<file path="src/rtl/rgbenc_pkg.sv">
`timescale 1ns / 1ps

package rgbenc_pkg;

	// Colour word and serial framing
	localparam int PIXEL_W     = 24;
	localparam int WORD_BITS   = 24;
	localparam int BIT_IDX_W   = $clog2(WORD_BITS);

	// Configuration register widths and port shape
	localparam int TICK_W      = 8;
	localparam int GAP_W       = 16;
	localparam int CFG_IDX_W   = 2;
	localparam int CFG_DATA_W  = 16;

	// Stream payload widths (whole bytes)
	localparam int S_TDATA_W   = 24;
	localparam int M_TDATA_W   = 8;

	// Configuration register indexes
	localparam logic [CFG_IDX_W-1:0] REG_BIT_PERIOD = 2'd0;
	localparam logic [CFG_IDX_W-1:0] REG_ZERO_HIGH  = 2'd1;
	localparam logic [CFG_IDX_W-1:0] REG_ONE_HIGH   = 2'd2;
	localparam logic [CFG_IDX_W-1:0] REG_GAP        = 2'd3;

	// Reset values of the configuration registers
	localparam logic [TICK_W-1:0] BIT_PERIOD_RST = 8'd25;
	localparam logic [TICK_W-1:0] ZERO_HIGH_RST  = 8'd8;
	localparam logic [TICK_W-1:0] ONE_HIGH_RST   = 8'd16;
	localparam logic [GAP_W-1:0]  GAP_RST        = 16'd1200;

endpackage

</file>
<file path="src/rtl/rgb_led_serial_line_encoder.sv">
`timescale 1ns / 1ps

// RGB LED serial line encoder: one-wire NRZ timing for chained RGB LEDs.
// Input stream (s_axis_*): one item per tick of the prescaled bit clock.
//   tuser marks that the item offers a colour word, tdata carries the word
//   (first colour byte in bits 23..16), tlast marks the frame's final word.
//   A word offered while the one-word holding buffer is full is dropped.
// Output stream (m_axis_*): one item per input item, giving the line level,
//   whether the holding buffer is free, and (on tlast) the frame-done pulse.
// Words go out MSB first; each bit period is high for the zero or one high
//   time, then low. A low gap of gap_ticks precedes every frame.
// Path: an accepted item goes through the input register, then the result
//   register, to m_axis. Throughput: one item per cycle while m_axis_tready
//   is high; the whole tick update is a single pass of counter/compare logic.
// Stall: when m_axis_tready is low the result register holds and the input
//   register fills, then s_axis_tready drops; the encoder state only advances
//   when an item moves into the result register, so no tick is lost.
// Reset (arst_n low): encoder idle, buffer empty, timing registers back to
//   25/8/16/1200 ticks. Write config (cfg_we) only while no item is in flight.
module rgb_led_serial_line_encoder (
	input  logic                                  clk,
	input  logic                                  arst_n,
	// configuration write port
	input  logic                                  cfg_we,
	input  logic [rgbenc_pkg::CFG_IDX_W-1:0]      cfg_index,
	input  logic [rgbenc_pkg::CFG_DATA_W-1:0]     cfg_data,
	// input stream
	input  logic                                  s_axis_tvalid,
	output logic                                  s_axis_tready,
	input  logic [rgbenc_pkg::S_TDATA_W-1:0]      s_axis_tdata,  // [23:0] pixel_word
	input  logic                                  s_axis_tuser,  // [0] word_valid
	input  logic                                  s_axis_tlast,  // last_of_frame
	// output stream
	output logic                                  m_axis_tvalid,
	input  logic                                  m_axis_tready,
	output logic [rgbenc_pkg::M_TDATA_W-1:0]      m_axis_tdata,  // [0] line_level,
	                                                             // [1] buffer_free,
	                                                             // [2] busy_res, rest 0
	output logic                                  m_axis_tlast   // frame_done
);
	import rgbenc_pkg::*;

	typedef enum logic [1:0] {
		PH_IDLE = 2'd0,
		PH_GAP  = 2'd1,
		PH_SEND = 2'd2
	} phase_t;

	// configuration
	logic [TICK_W-1:0]    bit_period_q, zero_high_q, one_high_q;
	logic [GAP_W-1:0]     gap_ticks_q;

	// input register
	logic                 valid_s1;
	logic                 word_valid_s1;
	logic [PIXEL_W-1:0]   pixel_s1;
	logic                 last_s1;

	// encoder state
	phase_t               phase_q;
	logic [PIXEL_W-1:0]   shift_word_q;
	logic [BIT_IDX_W-1:0] bit_index_q;
	logic [TICK_W-1:0]    tick_in_bit_q;
	logic [GAP_W-1:0]     gap_count_q;
	logic [PIXEL_W-1:0]   hold_word_q;
	logic                 hold_valid_q;
	logic                 hold_last_q;
	logic                 current_last_q;

	// result register
	logic                 out_valid_q;
	logic                 line_q, free_q, done_q, busy_q;

	// next-state logic
	logic                 advance;
	phase_t               n_phase;
	logic [PIXEL_W-1:0]   n_shift, n_hold_word;
	logic [BIT_IDX_W-1:0] n_bit_index;
	logic [TICK_W-1:0]    n_tick;
	logic [GAP_W-1:0]     n_gap;
	logic                 n_hold_valid, n_hold_last, n_cur_last;
	logic                 n_line, n_done, n_busy;
	logic                 do_load, do_send;
	logic [BIT_IDX_W-1:0] pos;
	logic                 bit_val;
	logic [TICK_W-1:0]    high_ticks;
	logic                 end_of_bit, end_of_word;

	// result register frees when empty or taken; input register then drains
	assign advance       = !out_valid_q || m_axis_tready;
	assign s_axis_tready = !valid_s1 || advance;

	always_comb begin
		n_phase      = phase_q;
		n_shift      = shift_word_q;
		n_bit_index  = bit_index_q;
		n_tick       = tick_in_bit_q;
		n_gap        = gap_count_q;
		n_hold_word  = hold_word_q;
		n_hold_valid = hold_valid_q;
		n_hold_last  = hold_last_q;
		n_cur_last   = current_last_q;
		n_line       = 1'b0;
		n_done       = 1'b0;
		n_busy       = 1'b0;
		do_load      = 1'b0;
		do_send      = 1'b0;
		pos          = '0;
		bit_val      = 1'b0;
		high_ticks   = '0;
		end_of_bit   = 1'b0;
		end_of_word  = 1'b0;

		// latch an offered word into the holding buffer when it is free
		if (word_valid_s1 && !hold_valid_q) begin
			n_hold_word  = pixel_s1;
			n_hold_last  = last_s1;
			n_hold_valid = 1'b1;
		end

		case (phase_q)
			PH_SEND: begin
				n_busy  = 1'b1;
				do_send = 1'b1;
			end
			PH_GAP: begin
				n_busy = 1'b1;
				if (gap_count_q == '0) begin
					do_load = 1'b1;
					do_send = 1'b1;
				end else begin
					n_gap = gap_count_q - 1'b1;
				end
			end
			default: begin
				// idle; the tick that sees a held word is the first gap tick unless gap_ticks is 0
				n_phase = PH_IDLE;
				if (n_hold_valid) begin
					n_busy = 1'b1;
					if (gap_ticks_q == '0) begin
						do_load = 1'b1;
						do_send = 1'b1;
					end else begin
						n_gap   = gap_ticks_q - 1'b1;
						n_phase = PH_GAP;
					end
				end
			end
		endcase

		if (do_load) begin
			n_shift      = n_hold_word;
			n_cur_last   = n_hold_last;
			n_hold_valid = 1'b0;
			n_bit_index  = '0;
			n_tick       = '0;
			n_phase      = PH_SEND;
		end

		if (do_send) begin
			pos = BIT_IDX_W'(WORD_BITS - 1) - n_bit_index;
			// positions beyond the colour word send as zero
			if ({1'b0, pos} < (BIT_IDX_W + 1)'(PIXEL_W))
				bit_val = n_shift[pos];
			high_ticks  = bit_val ? one_high_q : zero_high_q;
			n_line      = (n_tick < high_ticks);
			end_of_bit  = ({1'b0, n_tick} + 1'b1) >= {1'b0, bit_period_q};
			end_of_word = ({1'b0, n_bit_index} + 1'b1) >= (BIT_IDX_W + 1)'(WORD_BITS);
			if (end_of_bit) begin
				n_tick = '0;
				if (end_of_word) begin
					n_bit_index = '0;
					if (n_cur_last) begin
						n_done     = 1'b1;
						n_cur_last = 1'b0;
						n_phase    = PH_IDLE;
					end else if (n_hold_valid) begin
						// back-to-back word, no gap
						n_shift      = n_hold_word;
						n_cur_last   = n_hold_last;
						n_hold_valid = 1'b0;
						n_phase      = PH_SEND;
					end else begin
						// underrun: drop back to idle without a frame end
						n_phase = PH_IDLE;
					end
				end else begin
					n_bit_index = n_bit_index + 1'b1;
				end
			end else begin
				n_tick = n_tick + 1'b1;
			end
		end
	end

	always_ff @(posedge clk or negedge arst_n) begin
		if (!arst_n) begin
			bit_period_q   <= BIT_PERIOD_RST;
			zero_high_q    <= ZERO_HIGH_RST;
			one_high_q     <= ONE_HIGH_RST;
			gap_ticks_q    <= GAP_RST;
			valid_s1       <= 1'b0;
			word_valid_s1  <= 1'b0;
			last_s1        <= 1'b0;
			phase_q        <= PH_IDLE;
			shift_word_q   <= '0;
			bit_index_q    <= '0;
			tick_in_bit_q  <= '0;
			gap_count_q    <= '0;
			hold_valid_q   <= 1'b0;
			hold_last_q    <= 1'b0;
			current_last_q <= 1'b0;
			out_valid_q    <= 1'b0;
			line_q         <= 1'b0;
			free_q         <= 1'b0;
			done_q         <= 1'b0;
			busy_q         <= 1'b0;
		end else begin
			if (cfg_we) begin
				case (cfg_index)
					REG_BIT_PERIOD: bit_period_q <= cfg_data[TICK_W-1:0];
					REG_ZERO_HIGH:  zero_high_q  <= cfg_data[TICK_W-1:0];
					REG_ONE_HIGH:   one_high_q   <= cfg_data[TICK_W-1:0];
					REG_GAP:        gap_ticks_q  <= cfg_data[GAP_W-1:0];
					default:        ;
				endcase
			end

			// input register
			if (s_axis_tready) begin
				valid_s1 <= s_axis_tvalid;
				if (s_axis_tvalid) begin
					word_valid_s1 <= s_axis_tuser;
					last_s1       <= s_axis_tlast;
				end
			end

			// one tick of the encoder per item moved into the result register
			if (advance) begin
				out_valid_q <= valid_s1;
				if (valid_s1) begin
					phase_q        <= n_phase;
					shift_word_q   <= n_shift;
					bit_index_q    <= n_bit_index;
					tick_in_bit_q  <= n_tick;
					gap_count_q    <= n_gap;
					hold_valid_q   <= n_hold_valid;
					hold_last_q    <= n_hold_last;
					current_last_q <= n_cur_last;
					line_q         <= n_line;
					free_q         <= !n_hold_valid;
					done_q         <= n_done;
					busy_q         <= n_busy;
				end
			end
		end
	end

	// payload registers without reset
	always_ff @(posedge clk) begin
		if (s_axis_tready && s_axis_tvalid)
			pixel_s1 <= s_axis_tdata[PIXEL_W-1:0];
		if (advance && valid_s1)
			hold_word_q <= n_hold_word;
	end

	assign m_axis_tvalid = out_valid_q;
	assign m_axis_tdata  = {{(M_TDATA_W - 3){1'b0}}, busy_q, free_q, line_q};
	assign m_axis_tlast  = done_q;

	// a frame end or a high line only happens on a busy tick
	a_done_busy: assert property (@(posedge clk) disable iff (!arst_n)
		out_valid_q && done_q |-> busy_q)
		else $error("frame_done without busy");

	a_line_busy: assert property (@(posedge clk) disable iff (!arst_n)
		out_valid_q && line_q |-> busy_q)
		else $error("line high while not busy");

	// a gap is only entered with a word waiting in the holding buffer
	a_gap_held: assert property (@(posedge clk) disable iff (!arst_n)
		phase_q == PH_GAP |-> hold_valid_q)
		else $error("gap phase with empty holding buffer");

	// an empty result register never blocks the input side
	a_ready: assert property (@(posedge clk) disable iff (!arst_n)
		!out_valid_q |-> s_axis_tready)
		else $error("input stalled with empty result register");

endmodule
</file>
<file path="config.mk">
export PLATFORM = sky130hd
export DESIGN_NAME = rgb_led_serial_line_encoder
export DESIGN_NICKNAME = d
export VERILOG_FILES = /design/src/rtl/rgbenc_pkg.sv /design/src/rtl/rgb_led_serial_line_encoder.sv
export SDC_FILE = /design/constraint.sdc
export NUM_CORES = 1
export LEC_CHECK = 0
export ABC_AREA = 1
export BUFFER_PORTS_ARGS = -buffer_cell sky130_fd_sc_hd__clkbuf_2
export CORE_MARGIN = 3
export CORE_UTILIZATION = 55
export CTS_CLUSTER_DIAMETER = 30
export DETAILED_ROUTE_END_ITERATION = 7
export GPL_ROUTABILITY_DRIVEN = 0
export PLACE_DENSITY = 0.77
export SLEW_MARGIN = 20
export SYNTH_ARGS = -nofsm -noshare
export SYNTH_HDL_FRONTEND = slang
export SYNTH_SLANG_ARGS = --single-unit
</file>
<file path="constraint.sdc">
create_clock -name clk -period 4.35 [get_ports clk]
set_input_delay 0 -clock clk [delete_from_list [all_inputs] [get_ports clk]]
set_output_delay 0 -clock clk [all_outputs]
set_load 0.05 [all_outputs]
</file>
==> impl.org <==
** Global routing
- Total global-route track usage :: 23.4%
- The first global-routing pass estimated 30,700 um of wire.
- Entering global routing, the biggest net connects 67 pins.
- Vias in the first global route :: 6,422
- Number of antenna violations at the first check in global routing :: 0
- Total global routing overflow :: 0

** Worst setup path
- The worst setup path is of the register to register kind.
- Biggest fanout along the worst timing path :: 24
- Arrival time of the worst setup path :: 4.35 ns
- In this design, the largest share of critical-path delay is due to simple AND/OR/NAND/NOR gates.
- The worst register-to-register path has a setup slack of 0.29 ns.
- The worst register-to-register path ends at shift_word_q[4].
- The worst setup path is launched from a register.
- R2r worst-path depth :: 29
- Worst Setup End Kind :: register
- The largest individual stage delay along the critical path comes from the cell sky130_fd_sc_hd__dfrtp_1.
- In this design, the stage delay of the slowest critical-path cell is 0.37 ns.
- The most critical setup path has its startpoint at phase_q[0].
- STA puts the critical path data required time at 4.64 ns.
- Counting both buffers and inverters, the worst setup path holds a total of 10.
- The startpoint identified for the worst register-to-register timing path is phase_q[0].

** Logic synthesis
- Mapped Cells :: 924
- Of the synthesized area, sequential elements account for 50.3%.
- Among all cell types in the netlist, the one instantiated most often is sky130_fd_sc_hd__nand2_1.
- Ys flop type :: sky130_fd_sc_hd__dfrtp_1
- After synthesis, the mean cell area works out to 8.83 sq um.
- Counting flops and latches in the post-synthesis netlist gives 154.
- For this run, asynchronously set or reset flops after synthesis account for 68.8%.
- Summed over all instances, the cell type with the most area after synthesis is sky130_fd_sc_hd__dfrtp_1.
- Area contributors post-synth :: sky130_fd_sc_hd__dfrtp_1, sky130_fd_sc_hd__edfxtp_1, sky130_fd_sc_hd__nand2_1
- During synthesis, Yosys emitted a total of 0 warnings.
- Yosys mapped a number of flops with a built-in enable equal to 48.
- Post-synth cell types :: 46
- The share of synthesized area in the top cell type comes to 29.8%.
- Synth Cell Area :: 8160 sq um
- By count the netlist is led by sky130_fd_sc_hd__nand2_1, sky130_fd_sc_hd__inv_1, sky130_fd_sc_hd__o21ai_0.

** STA
- For the pin with the worst max-slew slack, the measured transition is 0.997 ns.
- The worst path in the final design needs a cycle of 4.06 ns, including I/O delays and setup.
- Number of max-slew violations in the final report :: 0
- Total of endpoints with negative setup slack in the final report :: 0
- Top achievable clock speed :: 246 MHz
- Hold WS :: 0.221 ns
- For the final database, setup skew stands at 0.00964 ns.
- The number of hold violations in the final report is 0.
- Share of the cycle needed by the critical path after routing :: 93.4%
- Normalized max-slew margin :: 33.5%
- After layout, the worst setup slack is 0.288 ns.

** CTS
- Maximum clock insertion buffer count :: 2
- Clock root buffer :: sky130_fd_sc_hd__clkbuf_16
- Buffers inserted during clock tree synthesis total 17.
- Number of levels the H-tree was split into :: 4
- Insertion delay to the later sink of the worst-skew pair :: 0.43 ns
- Clock transition at the register clock pins on the worst setup and hold paths after CTS :: 0.06 ns
- Clock tree from TritonCTS :: built
- Num Clock Sinks :: 154

** Power
- VDD sags by at most 0.529 mV.
- The analysis attributes to cell leakage a power of 0.00454 uW.
- The design draws 7040 uW.
- In this run the power density over the cells is 726 nW/um^2.

** Detailed routing
- For this block, the via count after detailed routing is 6,566.
- Antenna violation net count after detailed routing :: 0
- For this run, the detailed router's first-pass iteration total came to 5.
- Drt wl/cell :: 15.0 um
- Final wirelength :: 18,100 um
- After the first detailed-routing iteration, the DRC count stood at 623.
- Post-detailed-route via-to-cell ratio :: 5.41
- For this run, design rule violations remaining after detail routing come to 0.

** Placed design
- The placed instances occupy a cell area of 8550 sq um.
- Port buffer count :: 54
- Half-perimeter wire length after placement :: 11,800 um
- OpenSTA, run right after detailed placement, puts the worst setup slack at 0.0848 ns.

** Die
- Pin placement for this block handled 60 I/O pins.
- The die covers 16,300 sq um.
- Initial Utilization :: 57.4%
- In this run the core area contains 43 standard-cell rows.
- The die is 128 um tall.
- DIE WIDTH :: 128 um
- Area inside the core boundary :: 14,200 sq um

** Layout
- Layout cell share with drive strength beyond 1 :: 17.5%
- The repair_antennas step left the layout with diodes totalling 0.
- For this run, the post-layout net count is 1,090.
- The finished cells cover 9710 sq um.
- Compared with the post-synthesis result, the final layout area differs by 19.0%.

** Min path
- The path class of the tightest hold or removal check is input port to asynchronous set/reset pin.

** Run status
- The flow ran to the end, and the final reports show no timing, DRC or antenna violations.

** Job
- Max-cap violations in this run came to 0.
## timing repair
item,in CTS,in global routing
hold buffers,47,0
setup buffers,0,1
resized for setup,3,17
setup endpoints to repair,2,27
pin swaps,0,2
hold endpoints to repair,125,0
gates cloned,0,1
## worst reg2reg max path, delay by kind of cell (launching register included)
kind | cells | cell delay, ns
buffers and inverters | 10 | 0.89
AND/OR/NAND/NOR | 13 | 1.45
AO/OA/AOI/OAI | 3 | 0.38
flip-flops | 1 | 0.37
adder cells (fa/ha/maj) | 2 | 0.65
XOR/XNOR | 1 | 0.19
## worst max path at each step
stage | endpoint | slack (ns) | cells after the start
floorplan | shift_word_q[18] | 0.03 | 33
global placement | shift_word_q[6] | 0.24 | 30
detailed placement | shift_word_q[16] | 0.08 | 30
CTS | shift_word_q[16] | 0.03 | 30
global route | shift_word_q[4] | -0.03 | 29
finish | shift_word_q[4] | 0.29 | 29
## where the power goes
group / switching [uW] / internal, uW
Sequential: 232 / 1930
Clock: 582 / 836
Combinational: 2190 / 1280
Total: 3000 / 4040
## per-layer routing
layer / global-route usage (%) / wire length, um / vias to the layer above
met5: 0 / 0 / -
met4: 7.30 / 332 / 0
met3: 5.33 / 825 / 34
met2: 38.8 / 8850 / 195
met1: 30.7 / 8130 / 3076
li1: - / - / 3261
## area by class of cell
class                           count  area, sq um
Fill cell                        1120         4500
Sequential cell                   154         4110
Multi-Input combinational cell    599         3420
Timing Repair Buffer              116          893
Inverter                          132          498
Clock buffer                       22          475
Tap cell                          180          225
Clock inverter                     10         90.1
## metrics by stage
step / cells / setup TNS (ns) / utilization (%)
finish: 1213 / 0 / 68.3
global placement: 1132 / 0 / 60.2
floorplan: 928 / 0 / -
detailed placement: 1132 / 0 / 60.2
CTS: 1211 / 0 / 67.6
global route: 1213 / -0.0917 / 68.3
## cells in the final DEF, fill, tap and decap left out, types with 8 or more instances in the layout
cell type	count
sky130_fd_sc_hd__o21ai_0	104
sky130_fd_sc_hd__edfxtp_1	48
sky130_fd_sc_hd__o211ai_1	20
sky130_fd_sc_hd__a21oi_1	30
sky130_fd_sc_hd__clkbuf_2	53
sky130_fd_sc_hd__dfstp_2	9
sky130_fd_sc_hd__inv_1	121
sky130_fd_sc_hd__nor2_2	8
sky130_fd_sc_hd__ha_1	20
sky130_fd_sc_hd__or2_2	8
sky130_fd_sc_hd__clkbuf_16	19
sky130_fd_sc_hd__nand3b_1	8
sky130_fd_sc_hd__nand2_1	188
sky130_fd_sc_hd__nor2_1	42
sky130_fd_sc_hd__dfrtp_1	97
sky130_fd_sc_hd__xor2_1	9
sky130_fd_sc_hd__dlygate4sd3_1	47
sky130_fd_sc_hd__inv_2	10
sky130_fd_sc_hd__buf_4	12
sky130_fd_sc_hd__o211ai_2	8
sky130_fd_sc_hd__o21ai_1	11
sky130_fd_sc_hd__nand3_1	52
sky130_fd_sc_hd__mux2_2	19
sky130_fd_sc_hd__mux2i_1	12
## sequential cells by signal, summed over array words and instances (netlist names)
register / count
hold_word_q: 24
pixel_s1: 24
shift_word_q: 24
gap_count_q: 16
gap_ticks_q: 16
bit_period_q: 8
one_high_q: 8
tick_in_bit_q: 8
zero_high_q: 8
bit_index_q: 5
phase_q: 2
busy_q: 1
current_last_q: 1
free_q: 1
hold_last_q: 1
hold_valid_q: 1
last_s1: 1
line_q: 1
m_axis_tlast: 1
m_axis_tvalid: 1
valid_s1: 1
word_valid_s1: 1
## logic make-up after synthesis
group           count (synthesis)  share of synthesized area, %
mux                            31                          4.10
flops                         154                          50.3
compound gates                200                          14.3
other cells                     1                        0.0460
fa+ha+maj                      21                          3.22
simple gates                  331                          17.9
buf+inv                       175                          8.93
xor+xnor                       11                          1.18
(Power assumes the default switching activity.)
